--- config.mk ---
export PLATFORM = sky130hd
export DESIGN_NAME = bitmap_double_size_upscaler
export DESIGN_NICKNAME = d
export VERILOG_FILES = /design/src/bdsu_pkg.sv /design/src/bitmap_double_size_upscaler.sv /design/src/bdsu_ctrl.sv /design/src/bdsu_dp.sv
export SDC_FILE = /design/constraint.sdc
export NUM_CORES = 1
export LEC_CHECK = 0
export BUFFER_PORTS_ARGS = -buffer_cell sky130_fd_sc_hd__buf_2
export CAP_MARGIN = 10
export CORE_ASPECT_RATIO = 0.75
export CORE_MARGIN = 8
export CORE_UTILIZATION = 50
export CTS_CLUSTER_SIZE = 25
export DETAILED_ROUTE_END_ITERATION = 10
export GPL_TIMING_DRIVEN = 0
export PLACE_DENSITY = 0.67
export SYNTH_ARGS = -nofsm -noshare
export SYNTH_HDL_FRONTEND = slang
export SYNTH_HIERARCHICAL = 1
export SYNTH_SLANG_ARGS = --single-unit
--- constraint.sdc ---
create_clock -name clock -period 4.57 [get_ports clock]
set_input_delay 0.914 -clock clock [delete_from_list [all_inputs] [get_ports clock]]
set_output_delay 0.914 -clock clock [all_outputs]
set_load 0.01 [all_outputs]
--- src/bdsu_pkg.sv ---
// Shared types, constants and the pixel doubling function of the bitmap 2x upscaler.
// Depends on nothing; every other file of the block refers to it by scoped names.
package bdsu_pkg;

   localparam int unsigned MAX_ROW_BYTES_DEF = 16;

   localparam int unsigned ROW_BYTES_W = 5;
   localparam int unsigned ROW_COUNT_W = 10;
   localparam int unsigned CSR_DATA_W  = 10;

   localparam logic [ROW_BYTES_W-1:0] ROW_BYTES_RST = 5'd1;
   localparam logic [ROW_COUNT_W-1:0] ROW_COUNT_RST = 10'd1;

   typedef enum logic [0:0] {
      CSR_ROW_BYTES = 1'b0,
      CSR_ROW_COUNT = 1'b1
   } csr_index_type;

   typedef enum logic [1:0] {
      ST_IDLE,
      ST_LOW,
      ST_REPLAY_HI,
      ST_REPLAY_LO
   } state_type;

   typedef struct packed {
      logic take;
      logic emit_low;
      logic emit_rhi;
      logic emit_rlo;
   } cmd_type;

   typedef struct packed {
      logic load_ok;
      logic row_end;
      logic replay_last;
   } status_type;

   // Spread each bit into a pair: abcdefgh -> aabbccddeeffgghh.
   function automatic logic [15:0] double_bits(input logic [7:0] v);
      logic [15:0] t;
      t = ({8'd0, v & 8'hF0} << 4) | {8'd0, v & 8'h0F};
      t = ((t << 2) | t) & 16'h3333;
      t = ((t << 1) | t) & 16'h5555;
      return t | (t << 1);
   endfunction

endpackage

--- src/bitmap_double_size_upscaler.sv ---
// Top level of the one-bit-per-pixel bitmap 2x nearest-neighbor upscaler.
// Depends on bdsu_pkg, bdsu_ctrl and bdsu_dp; holds the two configuration registers.
//
// Usage:
//   Send source bytes on req_ (pixel_byte, leftmost pixel in the MSB), row by row.
//   Each request yields two rsp_ bytes: the high then the low half of the doubled byte.
//   After the last byte of a source row the whole doubled row is replayed from the
//   line store, so each row appears twice. rsp_row_last marks the last byte of each
//   output row; rsp_image_last marks only the final replayed byte of the last row.
//   Program row_bytes (index 0) and row_count (index 1) through csr_ while idle.
// Output flow:
//   The first output byte is valid in the cycle after the request is taken. One output
//   byte leaves per cycle while rsp_ready is high, paced by the single output register;
//   a source byte yields two output bytes, plus two more per byte in its row's replay.
//   The next request is taken once the previous one and any replay are out.
// Reset:
//   Synchronous, active high. Counters return to row 0, column 0, the output register
//   empties and the registers read row_bytes = 1, row_count = 1.
// Stall:
//   While rsp_ready is low the output register holds its byte and the sequencer waits.
module bitmap_double_size_upscaler #(
   parameter int unsigned MAX_ROW_BYTES = bdsu_pkg::MAX_ROW_BYTES_DEF
) (
   input  logic                               clock,
   input  logic                               reset,
   input  logic                               req_valid,
   output logic                               req_ready,
   input  logic [7:0]                         req_pixel_byte,
   output logic                               rsp_valid,
   input  logic                               rsp_ready,
   output logic [7:0]                         rsp_out_byte,
   output logic                               rsp_row_last,
   output logic                               rsp_image_last,
   input  logic                               csr_we,
   input  logic [0:0]                         csr_index,
   input  logic [bdsu_pkg::CSR_DATA_W-1:0]    csr_wdata
);

   logic [bdsu_pkg::ROW_BYTES_W-1:0] row_bytes_ff;
   logic [bdsu_pkg::ROW_COUNT_W-1:0] row_count_ff;

   bdsu_pkg::cmd_type    cmd;
   bdsu_pkg::status_type status;

   // Configuration writes: take the low bits of the data for each register.
   always_ff @(posedge clock) begin
      if (reset) begin
         row_bytes_ff <= bdsu_pkg::ROW_BYTES_RST;
         row_count_ff <= bdsu_pkg::ROW_COUNT_RST;
      end else if (csr_we) begin
         case (bdsu_pkg::csr_index_type'(csr_index))
            bdsu_pkg::CSR_ROW_BYTES: row_bytes_ff <= csr_wdata[bdsu_pkg::ROW_BYTES_W-1:0];
            bdsu_pkg::CSR_ROW_COUNT: row_count_ff <= csr_wdata[bdsu_pkg::ROW_COUNT_W-1:0];
            default: ;
         endcase
      end
   end

   // Sequencer: decides which byte goes into the output register each cycle.
   bdsu_ctrl u_ctrl (
      .clock     (clock),
      .reset     (reset),
      .req_valid (req_valid),
      .req_ready (req_ready),
      .status    (status),
      .cmd       (cmd)
   );

   // Datapath: line store, counters, doubler and the output register.
   bdsu_dp #(
      .MAX_ROW_BYTES (MAX_ROW_BYTES)
   ) u_dp (
      .clock          (clock),
      .reset          (reset),
      .row_bytes      (row_bytes_ff),
      .row_count      (row_count_ff),
      .req_pixel_byte (req_pixel_byte),
      .cmd            (cmd),
      .status         (status),
      .rsp_valid      (rsp_valid),
      .rsp_ready      (rsp_ready),
      .rsp_out_byte   (rsp_out_byte),
      .rsp_row_last   (rsp_row_last),
      .rsp_image_last (rsp_image_last)
   );

endmodule

--- src/bdsu_ctrl.sv ---
// Sequencer of the bitmap 2x upscaler: steps through capture, low byte and row replay.
// Depends on bdsu_pkg for the state, command and status types.
module bdsu_ctrl (
   input  logic                  clock,
   input  logic                  reset,
   input  logic                  req_valid,
   output logic                  req_ready,
   input  bdsu_pkg::status_type  status,
   output bdsu_pkg::cmd_type     cmd
);

   bdsu_pkg::state_type state_ff, state_in;

   always_ff @(posedge clock) begin
      if (reset) begin
         state_ff <= bdsu_pkg::ST_IDLE;
      end else begin
         state_ff <= state_in;
      end
   end

   always_comb begin
      state_in  = state_ff;
      cmd       = '0;
      req_ready = 1'b0;
      case (state_ff)
         bdsu_pkg::ST_IDLE: begin
            req_ready = status.load_ok;
            if (req_valid && status.load_ok) begin
               cmd.take = 1'b1;
               state_in = bdsu_pkg::ST_LOW;
            end
         end
         bdsu_pkg::ST_LOW: begin
            if (status.load_ok) begin
               cmd.emit_low = 1'b1;
               state_in = status.row_end ? bdsu_pkg::ST_REPLAY_HI : bdsu_pkg::ST_IDLE;
            end
         end
         bdsu_pkg::ST_REPLAY_HI: begin
            if (status.load_ok) begin
               cmd.emit_rhi = 1'b1;
               state_in = bdsu_pkg::ST_REPLAY_LO;
            end
         end
         bdsu_pkg::ST_REPLAY_LO: begin
            if (status.load_ok) begin
               cmd.emit_rlo = 1'b1;
               state_in = status.replay_last ? bdsu_pkg::ST_IDLE : bdsu_pkg::ST_REPLAY_HI;
            end
         end
         default: begin
            state_in = bdsu_pkg::ST_IDLE;
         end
      endcase
   end

endmodule

--- src/bdsu_dp.sv ---
// Datapath of the bitmap 2x upscaler: line store, position counters, doubler, output register.
// Depends on bdsu_pkg for command/status types, widths and double_bits.
module bdsu_dp #(
   parameter int unsigned MAX_ROW_BYTES = bdsu_pkg::MAX_ROW_BYTES_DEF
) (
   input  logic                                clock,
   input  logic                                reset,
   input  logic [bdsu_pkg::ROW_BYTES_W-1:0]    row_bytes,
   input  logic [bdsu_pkg::ROW_COUNT_W-1:0]    row_count,
   input  logic [7:0]                          req_pixel_byte,
   input  bdsu_pkg::cmd_type                   cmd,
   output bdsu_pkg::status_type                status,
   output logic                                rsp_valid,
   input  logic                                rsp_ready,
   output logic [7:0]                          rsp_out_byte,
   output logic                                rsp_row_last,
   output logic                                rsp_image_last
);

   localparam int unsigned AW = (MAX_ROW_BYTES > 1) ? $clog2(MAX_ROW_BYTES) : 1;
   localparam int unsigned CW = bdsu_pkg::ROW_BYTES_W;
   localparam int unsigned RW = bdsu_pkg::ROW_COUNT_W;

   logic [7:0]    store [MAX_ROW_BYTES];
   logic [7:0]    rd_ff;
   logic [7:0]    byte_ff;
   logic [CW-1:0] col_ff;
   logic [RW-1:0] row_ff;
   logic [AW-1:0] k_ff, k_in;
   logic          row_end_ff, image_end_ff;
   logic          rsp_valid_ff;
   logic [7:0]    out_byte_ff;
   logic          row_last_ff, image_last_ff;

   logic [CW-1:0] width;
   logic [RW-1:0] rows;
   logic          row_end_now, image_end_now;
   logic          replay_last;
   logic          load_ok;
   logic [15:0]   wide_new, wide_rd, wide_cur;

   // Clamp the working width to 1..MAX_ROW_BYTES; a zero row count acts as one.
   always_comb begin
      if (row_bytes == '0) begin
         width = CW'(1);
      end else if (row_bytes > CW'(MAX_ROW_BYTES)) begin
         width = CW'(MAX_ROW_BYTES);
      end else begin
         width = row_bytes;
      end
      rows = (row_count == '0) ? RW'(1) : row_count;
   end

   assign row_end_now   = ({1'b0, col_ff} + (CW+1)'(1)) >= {1'b0, width};
   assign image_end_now = row_end_now &&
                          (({1'b0, row_ff} + (RW+1)'(1)) >= {1'b0, rows});
   assign replay_last   = ((CW+1)'(k_ff) + (CW+1)'(1)) == {1'b0, width};
   assign load_ok       = !rsp_valid_ff || rsp_ready;

   assign wide_new = bdsu_pkg::double_bits(req_pixel_byte);
   assign wide_cur = bdsu_pkg::double_bits(byte_ff);
   assign wide_rd  = bdsu_pkg::double_bits(rd_ff);

   always_comb begin
      k_in = k_ff;
      if (cmd.emit_low) begin
         k_in = '0;
      end else if (cmd.emit_rlo) begin
         k_in = replay_last ? '0 : k_ff + AW'(1);
      end
   end

   // Line store: written on capture, read one entry ahead of the replay.
   always_ff @(posedge clock) begin
      if (cmd.take && (col_ff < CW'(MAX_ROW_BYTES))) begin
         store[col_ff[AW-1:0]] <= req_pixel_byte;
      end
      rd_ff <= store[k_in];
   end

   always_ff @(posedge clock) begin
      if (reset) begin
         col_ff       <= '0;
         row_ff       <= '0;
         k_ff         <= '0;
         rsp_valid_ff <= 1'b0;
      end else begin
         k_ff <= k_in;
         if (cmd.emit_low) begin
            if (!row_end_ff) begin
               col_ff <= col_ff + CW'(1);
            end else begin
               col_ff <= '0;
               row_ff <= image_end_ff ? '0 : row_ff + RW'(1);
            end
         end
         if (cmd.take || cmd.emit_low || cmd.emit_rhi || cmd.emit_rlo) begin
            rsp_valid_ff <= 1'b1;
         end else if (rsp_ready) begin
            rsp_valid_ff <= 1'b0;
         end
      end
   end

   always_ff @(posedge clock) begin
      if (cmd.take) begin
         byte_ff       <= req_pixel_byte;
         row_end_ff    <= row_end_now;
         image_end_ff  <= image_end_now;
         out_byte_ff   <= wide_new[15:8];
         row_last_ff   <= 1'b0;
         image_last_ff <= 1'b0;
      end else if (cmd.emit_low) begin
         out_byte_ff   <= wide_cur[7:0];
         row_last_ff   <= row_end_ff;
         image_last_ff <= 1'b0;
      end else if (cmd.emit_rhi) begin
         out_byte_ff   <= wide_rd[15:8];
         row_last_ff   <= 1'b0;
         image_last_ff <= 1'b0;
      end else if (cmd.emit_rlo) begin
         out_byte_ff   <= wide_rd[7:0];
         row_last_ff   <= replay_last;
         image_last_ff <= replay_last && image_end_ff;
      end
   end

   assign status.load_ok     = load_ok;
   assign status.row_end     = row_end_ff;
   assign status.replay_last = replay_last;

   assign rsp_valid      = rsp_valid_ff;
   assign rsp_out_byte   = out_byte_ff;
   assign rsp_row_last   = row_last_ff;
   assign rsp_image_last = image_last_ff;

   a_take_loads: assert property (@(posedge clock) disable iff (reset)
      cmd.take |=> rsp_valid_ff)
      else $error("captured request did not load the output register");

   a_image_ends_row: assert property (@(posedge clock) disable iff (reset)
      (rsp_valid_ff && image_last_ff) |-> row_last_ff)
      else $error("image end marked off a row end");

   a_replay_in_range: assert property (@(posedge clock) disable iff (reset)
      cmd.emit_rlo |-> ((CW+1)'(k_ff) < {1'b0, width}))
      else $error("replay index past the row width");

   a_replay_starts_at_zero: assert property (@(posedge clock) disable iff (reset)
      cmd.emit_low |=> (k_ff == '0))
      else $error("replay index not rewound after the low byte");

endmodule

# Word level (Yosys, flattened, before mapping)
# Memory sizes are Yosys's and may differ from the RTL's. A register that Yosys moved wholly into a read port is not among the register bits.
# Index checks and enable logic that the tools add are counted.
totals:
  regBits: 53
  ramBits: 128
  output_inout_bits: 12
  wordCells: 98
  mem_count: 1
op_classes:
  add_sub_neg: 6
  magnitude_cmp: 4
  n_eq_ne: 8
  n_mux: 33
  bitwise: 13
  n_reduce_logical: 20
memory_table:
  columns: ["name", "words", "word_bits", "rd", "rd_clocked_by_memory_dff", "write_ports", "line_no", "source"]
  rows:
  - ["u_dp.store", 16, 8, 1, 1, 1, "bdsu_dp.sv:24", "logic [7:0] store [MAX_ROW_BYTES];"]
ops:
  columns: ["cell", "count"]
  rows:
  - ["8-bit two-way mux", 4]
  - ["15-bit by 16-bit bitwise OR with 16-bit output", 2]
  - ["15-bit by 14-bit bitwise OR with 15-bit output", 2]
  - ["14-bit bitwise OR", 2]
  - ["12-bit by 4-bit bitwise OR with 12-bit output", 2]
  - ["10-bit two-way mux", 2]
  - ["5-bit two-way mux", 3]
  - ["1-bit two-way mux", 14]
  - ["2-bit two-way mux", 6]
  - ["4-bit two-way mux", 3]
  - ["10-bit by 1-bit adder with 11-bit output (second input constant)", 1]
  - ["11-bit by 10-bit >= comparator with 1-bit output", 1]
  - ["10-bit by 1-bit adder with 10-bit output (second input constant)", 1]
  - ["10-bit logical NOT", 1]
  - ["2-bit by 1-bit != test with 1-bit output (second input constant)", 4]
  - ["7-bit by 8-bit bitwise OR with 8-bit output", 1]
  - ["2-bit case mux with 4 select lines", 1]
  - ["7-bit by 6-bit bitwise OR with 7-bit output", 1]
  - ["5-bit by 1-bit adder with 6-bit output (second input constant)", 1]
  - ["6-bit by 5-bit == test with 1-bit output", 1]
  - ["6-bit by 5-bit >= comparator with 1-bit output", 1]
  - ["6-bit bitwise OR", 1]
  - ["2-bit AND reduction", 3]
  - ["4-bit by 1-bit adder with 5-bit output (second input constant)", 1]
  - ["18 further kinds", 25]

# Logic depth before layout (Yosys ltp)
# Gate-level depths: netlist of the first run.
depth:
  depth_word: 9
  depth_mapped: 13
  depth_no_buf: 11

# Hierarchy
# Netlist of the first run, hierarchy kept.
by_module_without_submodules:
  columns: ["mod", "n_inst", "cells_each", "area_per_inst_um2", "seq_area_each_um2"]
  rows:
  - ["bdsu_dp", 1, 554, 7648.6, 4744.6]
  - ["bitmap_double_size_upscaler", 1, 63, 648.1, 300.3]
  - ["bdsu_ctrl", 1, 14, 116.4, 40.0]

# Worst setup path before layout of the first run
# No wires, ideal clock.
synth_timing:
  path_kind: "input port to flip-flop"
  startpoint: "input rsp_ready"
  endpoint: "register u_dp.rd_ff[0] (read register of u_dp.store)"
  setup_time_ns: 0.072
  arrival_time_ns: 2.885
  required_ns: 4.498
  path_slack_ns: 1.613
  stages: 11
  n_path_buf: 3
  cell_sequence: "nand2b_1 -> buf_4 -> and3_2 -> inv_1 -> or3_1 -> a2bb2oi_2 -> buf_6 -> buf_6 -> mux2i_1 -> mux4_2 -> mux2i_1"
synth_lines:
  columns: ["element", "line_no", "source"]
  rows:
  - ["start, declared", "bitmap_double_size_upscaler.sv:30", "input logic rsp_ready,"]
  - ["end, declared", "bdsu_dp.sv:25", "logic [7:0] rd_ff;"]

==> results of run 1 <==
## layout make-up
cell class | instances | area [sq um]
Buffer | 37 | 246
Tap cell | 215 | 269
Sequential cell | 185 | 5080
Inverter | 18 | 67.6
Clock inverter | 10 | 146
Clock buffer | 20 | 437
Fill cell | 1344 | 7230
Timing Repair Buffer | 35 | 175
Multi-Input combinational cell | 391 | 3010
## synthesized netlist by cell type, types with 2 or more instances
cell type	number	area, sq um
edfxtp_1	138	4140
mux2i_1	106	1060
dfxtp_1	47	941
nor2_1	44	165
a21oi_1	32	160
nand2_1	26	97.6
ha_1	21	263
and2_1	18	113
inv_1	18	67.6
nand2b_1	18	113
clkbuf_1	15	56.3
o21ai_0	14	70.1
buf_4	12	90.1
nand3_1	11	55.1
xor2_1	10	87.6
and3_1	9	56.3
buf_6	8	90.1
mux4_2	7	158
o21ai_1	6	30.0
a21o_1	5	37.5
mux2_2	5	56.3
a21bo_1	4	40.0
a22oi_1	4	30.0
nor2b_1	4	25.0
nor3b_1	4	30.0
o22ai_1	4	25.0
nor3_1	3	15.0
nor4_1	3	18.8
xnor2_1	3	26.3
a31oi_1	2	12.5
a41o_1	2	20.0
buf_2	2	10.0
nand3b_1	2	15.0
nor4b_1	2	17.5
o32ai_1	2	17.5
or3_1	2	12.5
## cell families (layout without fill, tap and decap cells)
family / count (synthesis) / after routing / synth area share [%]
adder cells (fa/ha/maj): 21 / 21 / 3.12
XOR/XNOR: 14 / 14 / 1.62
flip-flops: 185 / 185 / 60.4
multiplexers: 118 / 118 / 15.2
AO/OA/AOI/OAI: 86 / 86 / 6.63
AND/OR/NAND/NOR: 152 / 152 / 9.30
buffers and inverters: 55 / 120 / 3.73
## per-stage QoR
step / setup slack (ns) / hold WS (ns) / power [W] / std cells
global route: 1.20 / 0.507 / 0.00378 / 911
global placement: 1.06 / 0.469 / 0.00220 / 881
finish: 1.41 / 0.484 / 0.00363 / 911
detailed placement: 1.04 / 0.474 / 0.00221 / 881
floorplan: 1.61 / 0.448 / 0.00210 / 631
CTS: 1.47 / 0.488 / 0.00366 / 911
## how the worst max path moves through the flow
stage                            startpoint                     to  slack, ns
global placement                  rsp_ready  u_dp/rd_ff[6]$_DFF_P_       1.06
detailed placement                rsp_ready  u_dp/rd_ff[5]$_DFF_P_       1.04
CTS                 u_dp/k_ff[0]$_SDFF_PP0_  u_dp/rd_ff[5]$_DFF_P_       1.47
global route                      rsp_ready  u_dp/rd_ff[5]$_DFF_P_       1.20
finish                            rsp_ready  u_dp/rd_ff[2]$_DFF_P_       1.41
floorplan                         rsp_ready  u_dp/rd_ff[0]$_DFF_P_       1.61
## power breakdown
part           switching [W]  internal [W]
clock network       0.000597      0.000858
logic               0.000174      0.000121
registers          0.0000253       0.00185
total               0.000797       0.00283
## flip-flops by register name (all words and copies together) (netlist names), 2 cells and up
signal	count
u_dp/store	128
row_count_ff	10
u_dp/row_ff	10
u_dp/rd_ff	8
row_bytes_ff	5
u_dp/col_ff	5
u_dp/byte_ff	4
u_dp/k_ff	4
u_dp/rsp_out_byte	4
u_ctrl/state_ff	2
## routing by layer
| metal | GRT usage, % | wire (microns) |
|---|---|---|
| met5 | 0 | 0 |
| met4 | 5.60 | 298 |
| met3 | 4.50 | 1090 |
| met2 | 25.4 | 7470 |
| met1 | 23.4 | 8440 |
## critical path, cell delays in order
cell,delay [ns]
buf_2,0.07
nand2b_1,0.12
buf_4,0.14
and3_2,0.19
clkbuf_1,0.36
nand3_1,0.20
o21ai_4,0.42
buf_6,0.25
buf_4,0.25
mux2i_1,0.26
mux2i_1,0.12
mux2i_1,0.18
## placed cells by master (no fill, tap or decap), types with 5 or more instances in the layout
| cell | netlist | routed |
|---|---|---|
| clkbuf_1 | 15 | 18 |
| a21oi_1 | 32 | 32 |
| xor2_1 | 10 | 10 |
| mux4_2 | 7 | 7 |
| buf_4 | 12 | 12 |
| dfxtp_1 | 47 | 47 |
| o21ai_0 | 14 | 14 |
| ha_1 | 21 | 21 |
| o21ai_1 | 6 | 6 |
| buf_6 | 8 | 8 |
| clkbuf_16 | 0 | 17 |
| a21o_1 | 5 | 5 |
| nand2_1 | 26 | 26 |
| nor2_1 | 44 | 44 |
| and2_1 | 18 | 18 |
| inv_1 | 18 | 18 |
| nand2b_1 | 18 | 18 |
| buf_2 | 2 | 37 |
| nand3_1 | 11 | 11 |
| and3_1 | 9 | 9 |
| edfxtp_1 | 138 | 138 |
| mux2_2 | 5 | 5 |
| mux2i_1 | 106 | 106 |
==> flow_summary.yaml, run 1 <==
setup_path:
  timing.reg2reg.worst_path_depth: 11
  worst_setup_path_end_kind: "register"
  rrSetupSlack_ns: 1.44
  required_ns: 4.91
  critical_path_arrival_ns: 3.50
  endpoint_of_the_worst_slack_reg_to_reg_timing_path: "u_dp/rd_ff[2]$_DFF_P_"
  crit_path_start_kind: "input port"
  r2r-start: "u_dp/k_ff[0]$_SDFF_PP0_"
  crit_fanout: 10
  setup.worst_path.class: "in -> reg"
yosys:
  synth_seq_area_share_pct: 60.4
  synth-edff-count: 138
  yosys_warnings: 6
  async_reset_ff_share_pct: 0
  postSynthCellCount: 631
  postSynthAreaPerCell_sq_um: 13.3
  synth-seq-cells: 185
  netlist-cell-type-count: 54
  synth.cell_area_sq_um: 8410
  synthesis.nets: 676
  postSynth.topFlopCell: "edfxtp_1"
flow_run:
  maxCapViolCount: 0
global_routing:
  grt_overflow: 0
  grt_max_degree: 18
  first_global_vias: 5015
  grt_use_total_pct: 16.9
  grt_pass1_wl_mm: 27.3
  antenna_found_initial: 0
sta:
  setup_viol: 0
  worst-slew-pin-transition_ns: 0.942
  max_freq_ghz: 0.317
  slew_headroom_pct: 37.0
  timing.final.hold_violations: 0
  post-route-period-util_pct: 69.1
  clock_skew_ns: 0.00918
  tns_ns: 0
  setup_repair_after_global_routing_missed_its_margin: "false"
  timing_max_transition_violations_final: 0
  period_minus_slack_ns: 3.16
cells_and_area:
  post_route_cells_drive_above_1_share_pct: 15.2
  area_growth_syn_to_layout_pct: 12.2
  n_antenna_cell: 0
  num-nets-final: 730
  final_cell_area_sq_um: 9440
  finalCoreUtilization_pct: 56.6
drt:
  drt_pre_antenna_iters: 5
  total_wirelength_mm: 17.3
  drc: 0
  num_vias: 5129
  ant_nets: 0
  drt_first_iter_violations: 531
  via_per_inst: 5.63
  drt-wirelength-per-cell_microns: 19.0
min_path:
  class_of_the_tightest_hold_or_removal_check: "reg -> reg"
  hold-path-endpoint: "row_count_ff[4]$_SDFFE_PP0P_"
  number_of_cells_on_the_worst_hold_path: 2
  min-delay-start: "row_count_ff[4]$_SDFFE_PP0P_"
power:
  power.density_cell_area_nw_per_um2: 385
  ir_drop_uv: 312
  leakage_nw: 3.81
clock_network:
  path_clk_slew_ns: 0.07
  worstSkewPairLatency_ns: 0.43
  post_cts_resize_count: 0
  cts.sink_count: 185
  cts_tree: "built"
  cts_buffer_depth: 2
  cts_root_cell: "clkbuf_16"
  cts_buffers: 17
  ctsHoldBuffers: 0
  postCtsSetupBuffers: 0
  cts.htree.levels: 4
placed_design:
  placement.io_buffers: 35
  post-dp-hpwl_mm: 12.4
  dpl_cell_area_sq_um: 8860
  routability_driven_placement_congestion_ratio: 0.818
floorplanning:
  floorplan.initialDensity_pct: 50.5
  die-area_sq_um: 21300
  die_width_microns: 166
  floorplan.core_area_sq_um: 16700
  number_of_top_level_pins: 36
  chipHeight_microns: 128
  floorplan.rows: 41
status:
  outcome: "completed"
Power figures use the tool's default switching activity.
==> run 2, diff against run 1 <==
- ABC_AREA: unset -> 1
- clock period: 4.57 -> 3 ns (I/O delays scaled with it)
==> run 2 against run 1 <==
Compared with the run above:
- die area rose by 3.3%
- via count is 28% higher
- flip-flop and latch count unchanged
- worst setup slack got worse by 1.2 ns
- clock skew hardly changed
- clock power up 49%
- wire length is 24% higher
- sequential power rose by 55%
- register-to-register slack got worse by 1.3 ns
- worst hold slack got worse by 0.10 ns
- cell area rose by 5.2%
==> flow_summary.yaml, run 2 <==
status:
  outcome: "completed"
sta:
  timing_max_transition_violations_final: 0
  setup_slack_ns: 0.179
  post-route-period-util_pct: 94.0
  setup_repair_after_global_routing_missed_its_margin: "true"
  max_freq_ghz: 0.354
  setup_viol: 0
  clock_skew_ns: 0.00926
  timing.final.hold_violations: 0
  period_minus_slack_ns: 2.82
  worst-slew-pin-transition_ns: 0.697
  slew_headroom_pct: 53.3
clock_network:
  ctsHoldBuffers: 0
  cts_tree: "built"
  cts_buffer_depth: 2
  path_clk_slew_ns: 0.07
  cts.htree.levels: 4
  cts_buffers: 17
  cts_root_cell: "clkbuf_16"
  cts.sink_count: 185
  worstSkewPairLatency_ns: 0.43
global_routing:
  grt_pass1_wl_mm: 33.4
  grt_max_degree: 18
  grt_overflow: 0
  antenna_found_initial: 0
  grt_use_total_pct: 20.3
  first_global_vias: 5953
placed_design:
  placement.setup.worst_slack_ns: -0.632
  placement.io_buffers: 35
  routability_driven_placement_congestion_ratio: 0.918
  post-dp-hpwl_mm: 15.0
setup_path:
  cp_num_cells: 7
  crit_path_start_kind: "register"
  crit_fanout: 10
  critical_path_arrival_ns: 2.92
  critPathSlowestCell: "dfxtp_1"
  required_ns: 3.10
  critical_path.top_delay_family: "simple AND/OR/NAND/NOR gates"
  setup.worst_path.class: "reg -> reg"
  critical_path.n_buffers_inverters: 2
  worst_setup_path_end_kind: "register"
  timing.critical_path.cells: "or2_4 -> nor2_2 -> clkbuf_1 -> inv_1 -> nor2_1 -> nand2_1 -> nor2_4"
  crit_path_max_incr_delay_ns: 0.37
  timing.reg2reg.worst_path_depth: 7
yosys:
  postSynthCellCount: 930
  synth.cell_area_sq_um: 8730
  synthDominantAreaCellType: "edfxtp_1"
  yosys-top-cells-area: "edfxtp_1 47%, dfxtp_1 11%, nand3_1 9.5%, nand2_1 8.9%, inv_1 5.3%"
  synth_seq_area_share_pct: 58.2
  netlist-cell-type-count: 42
  yosys_warnings: 6
  synthesis.nets: 975
  synth-seq-cells: 185
  synth_commonest_cells: "207 x nand2_1, 166 x nand3_1, 138 x edfxtp_1"
  most_numerous_cell_in_the_yosys_netlist: "nand2_1"
  synth-edff-count: 138
  postSynthAreaPerCell_sq_um: 9.39
  postSynth.topFlopCell: "edfxtp_1"
  synth_top_area_share_pct: 47.5
  async_reset_ff_share_pct: 0
cells_and_area:
  final_cell_mix: "207 x nand2_1, 166 x nand3_1, 138 x edfxtp_1, 124 x inv_1, 54 x nor2_1"
  area_of_the_multi_input_gates_sq_um: 2930
  num-nets-final: 1032
  filler_instances: 1575
  post_route_cells_drive_above_1_share_pct: 13.9
  layout.cells.most_common: "nand2_1"
  finalCoreUtilization_pct: 57.1
  largest_reg_flops: 128
  seqCellArea_sq_um: 5080
  area_growth_syn_to_layout_pct: 13.8
power:
  ir_drop_uv: 393
  power_w: 0.00582
  leakage_nw: 4.16
  power.density_cell_area_nw_per_um2: 586
drt:
  via_per_inst: 5.28
  drt_pre_antenna_iters: 7
  ant_nets: 0
  drc: 0
  drt-wirelength-per-cell_microns: 17.3
  num_vias: 6568
  drt_first_iter_violations: 765
  total_wirelength_mm: 21.5
floorplanning:
  floorplan.core_area_sq_um: 17400
  die-area_sq_um: 22000
  chipHeight_microns: 130
  floorplan.rows: 42
  number_of_top_level_pins: 36
  die_width_microns: 169
  floorplan.initialDensity_pct: 50.2
min_path:
  class_of_the_tightest_hold_or_removal_check: "in -> reg"
  number_of_cells_on_the_worst_hold_path: 3
flow_run:
  maxCapViolCount: 0
==> run 2: cells by family (layout without fill, tap and decap cells) <==
family,after synthesis,after routing,share of synthesized area (%)
simple gates,481,481,24.6
buf+inv,173,243,9.14
other cells,0,1,0
compound gates,58,58,3.76
flops,185,185,58.2
fa+ha+maj,21,21,3.01
xor+xnor,12,12,1.29
==> run 2: through the flow <==
step / hold slack [ns] / instances / setup TNS, ns / cell area, sq um
2_1_floorplan: 0.443 / 930 / 0 / 8730
3_3_place_gp: 0.468 / 1207 / -58.75 / 9210
3_5_place_dp: 0.468 / 1207 / -62.53 / 9210
4_1_cts: 0.367 / 1239 / -4.87 / 9820
5_1_grt: 0.408 / 1242 / -2.67 / 9930
6_report: 0.382 / 1243 / 0 / 9930
==> run 2: metal layers <==
metal,wire (microns),global-route usage [%]
met1,10200,30.9
met2,8430,27.7
met3,2490,4.98
met4,327,6.28
met5,0,0
==> run 2: what timing repair did <==
action / CTS / global route
pin swaps: 0 / 3
setup buffers: 0 / 3
resized for setup: 13 / 12
setup endpoints to repair: 128 / 128
==> run 2: path summary, 6_finish.rpt <==
check,start,end,slack [ns]
hold / removal,csr_wdata[0],row_count_ff[0]$_SDFFE_PP1P_,0.38
setup / recovery,u_ctrl/state_ff[0]$_SDFFE_PP0P_,u_dp/store[14][4]$_DFFE_PP_,0.18
hold reg to reg,u_dp/rsp_image_last$_SDFFE_PP0P_,u_dp/rsp_image_last$_SDFFE_PP0P_,0.48
setup reg to reg,u_ctrl/state_ff[0]$_SDFFE_PP0P_,u_dp/store[14][4]$_DFFE_PP_,0.18
==> run 2: layout make-up <==
class / count / share of cell area [%]
diodes: 1 / 0.0252
well taps: 242 / 3.05
flip-flops and latches: 185 / 51.2
multi-input cells: 572 / 29.5
repair buffers: 38 / 2.37
plain buffers: 46 / 3.24
inverters: 127 / 4.80
clock buffers: 28 / 5.59
clock inverters: 4 / 0.252
==> run 2: where the power goes <==
part,internal [W],switching (W),leakage (nW)
logic,0.000240,0.000486,2.23
clock network,0.00127,0.000916,0.293
registers,0.00286,0.0000505,1.64
==> run 2: worst register-to-register path: stages, from the launching register on <==
cell,delay [ns]
dfxtp_1,0.37
or2_4,0.29
nor2_2,0.29
clkbuf_1,0.35
inv_1,0.20
nor2_1,0.28
nand2_1,0.35
nor2_4,0.38
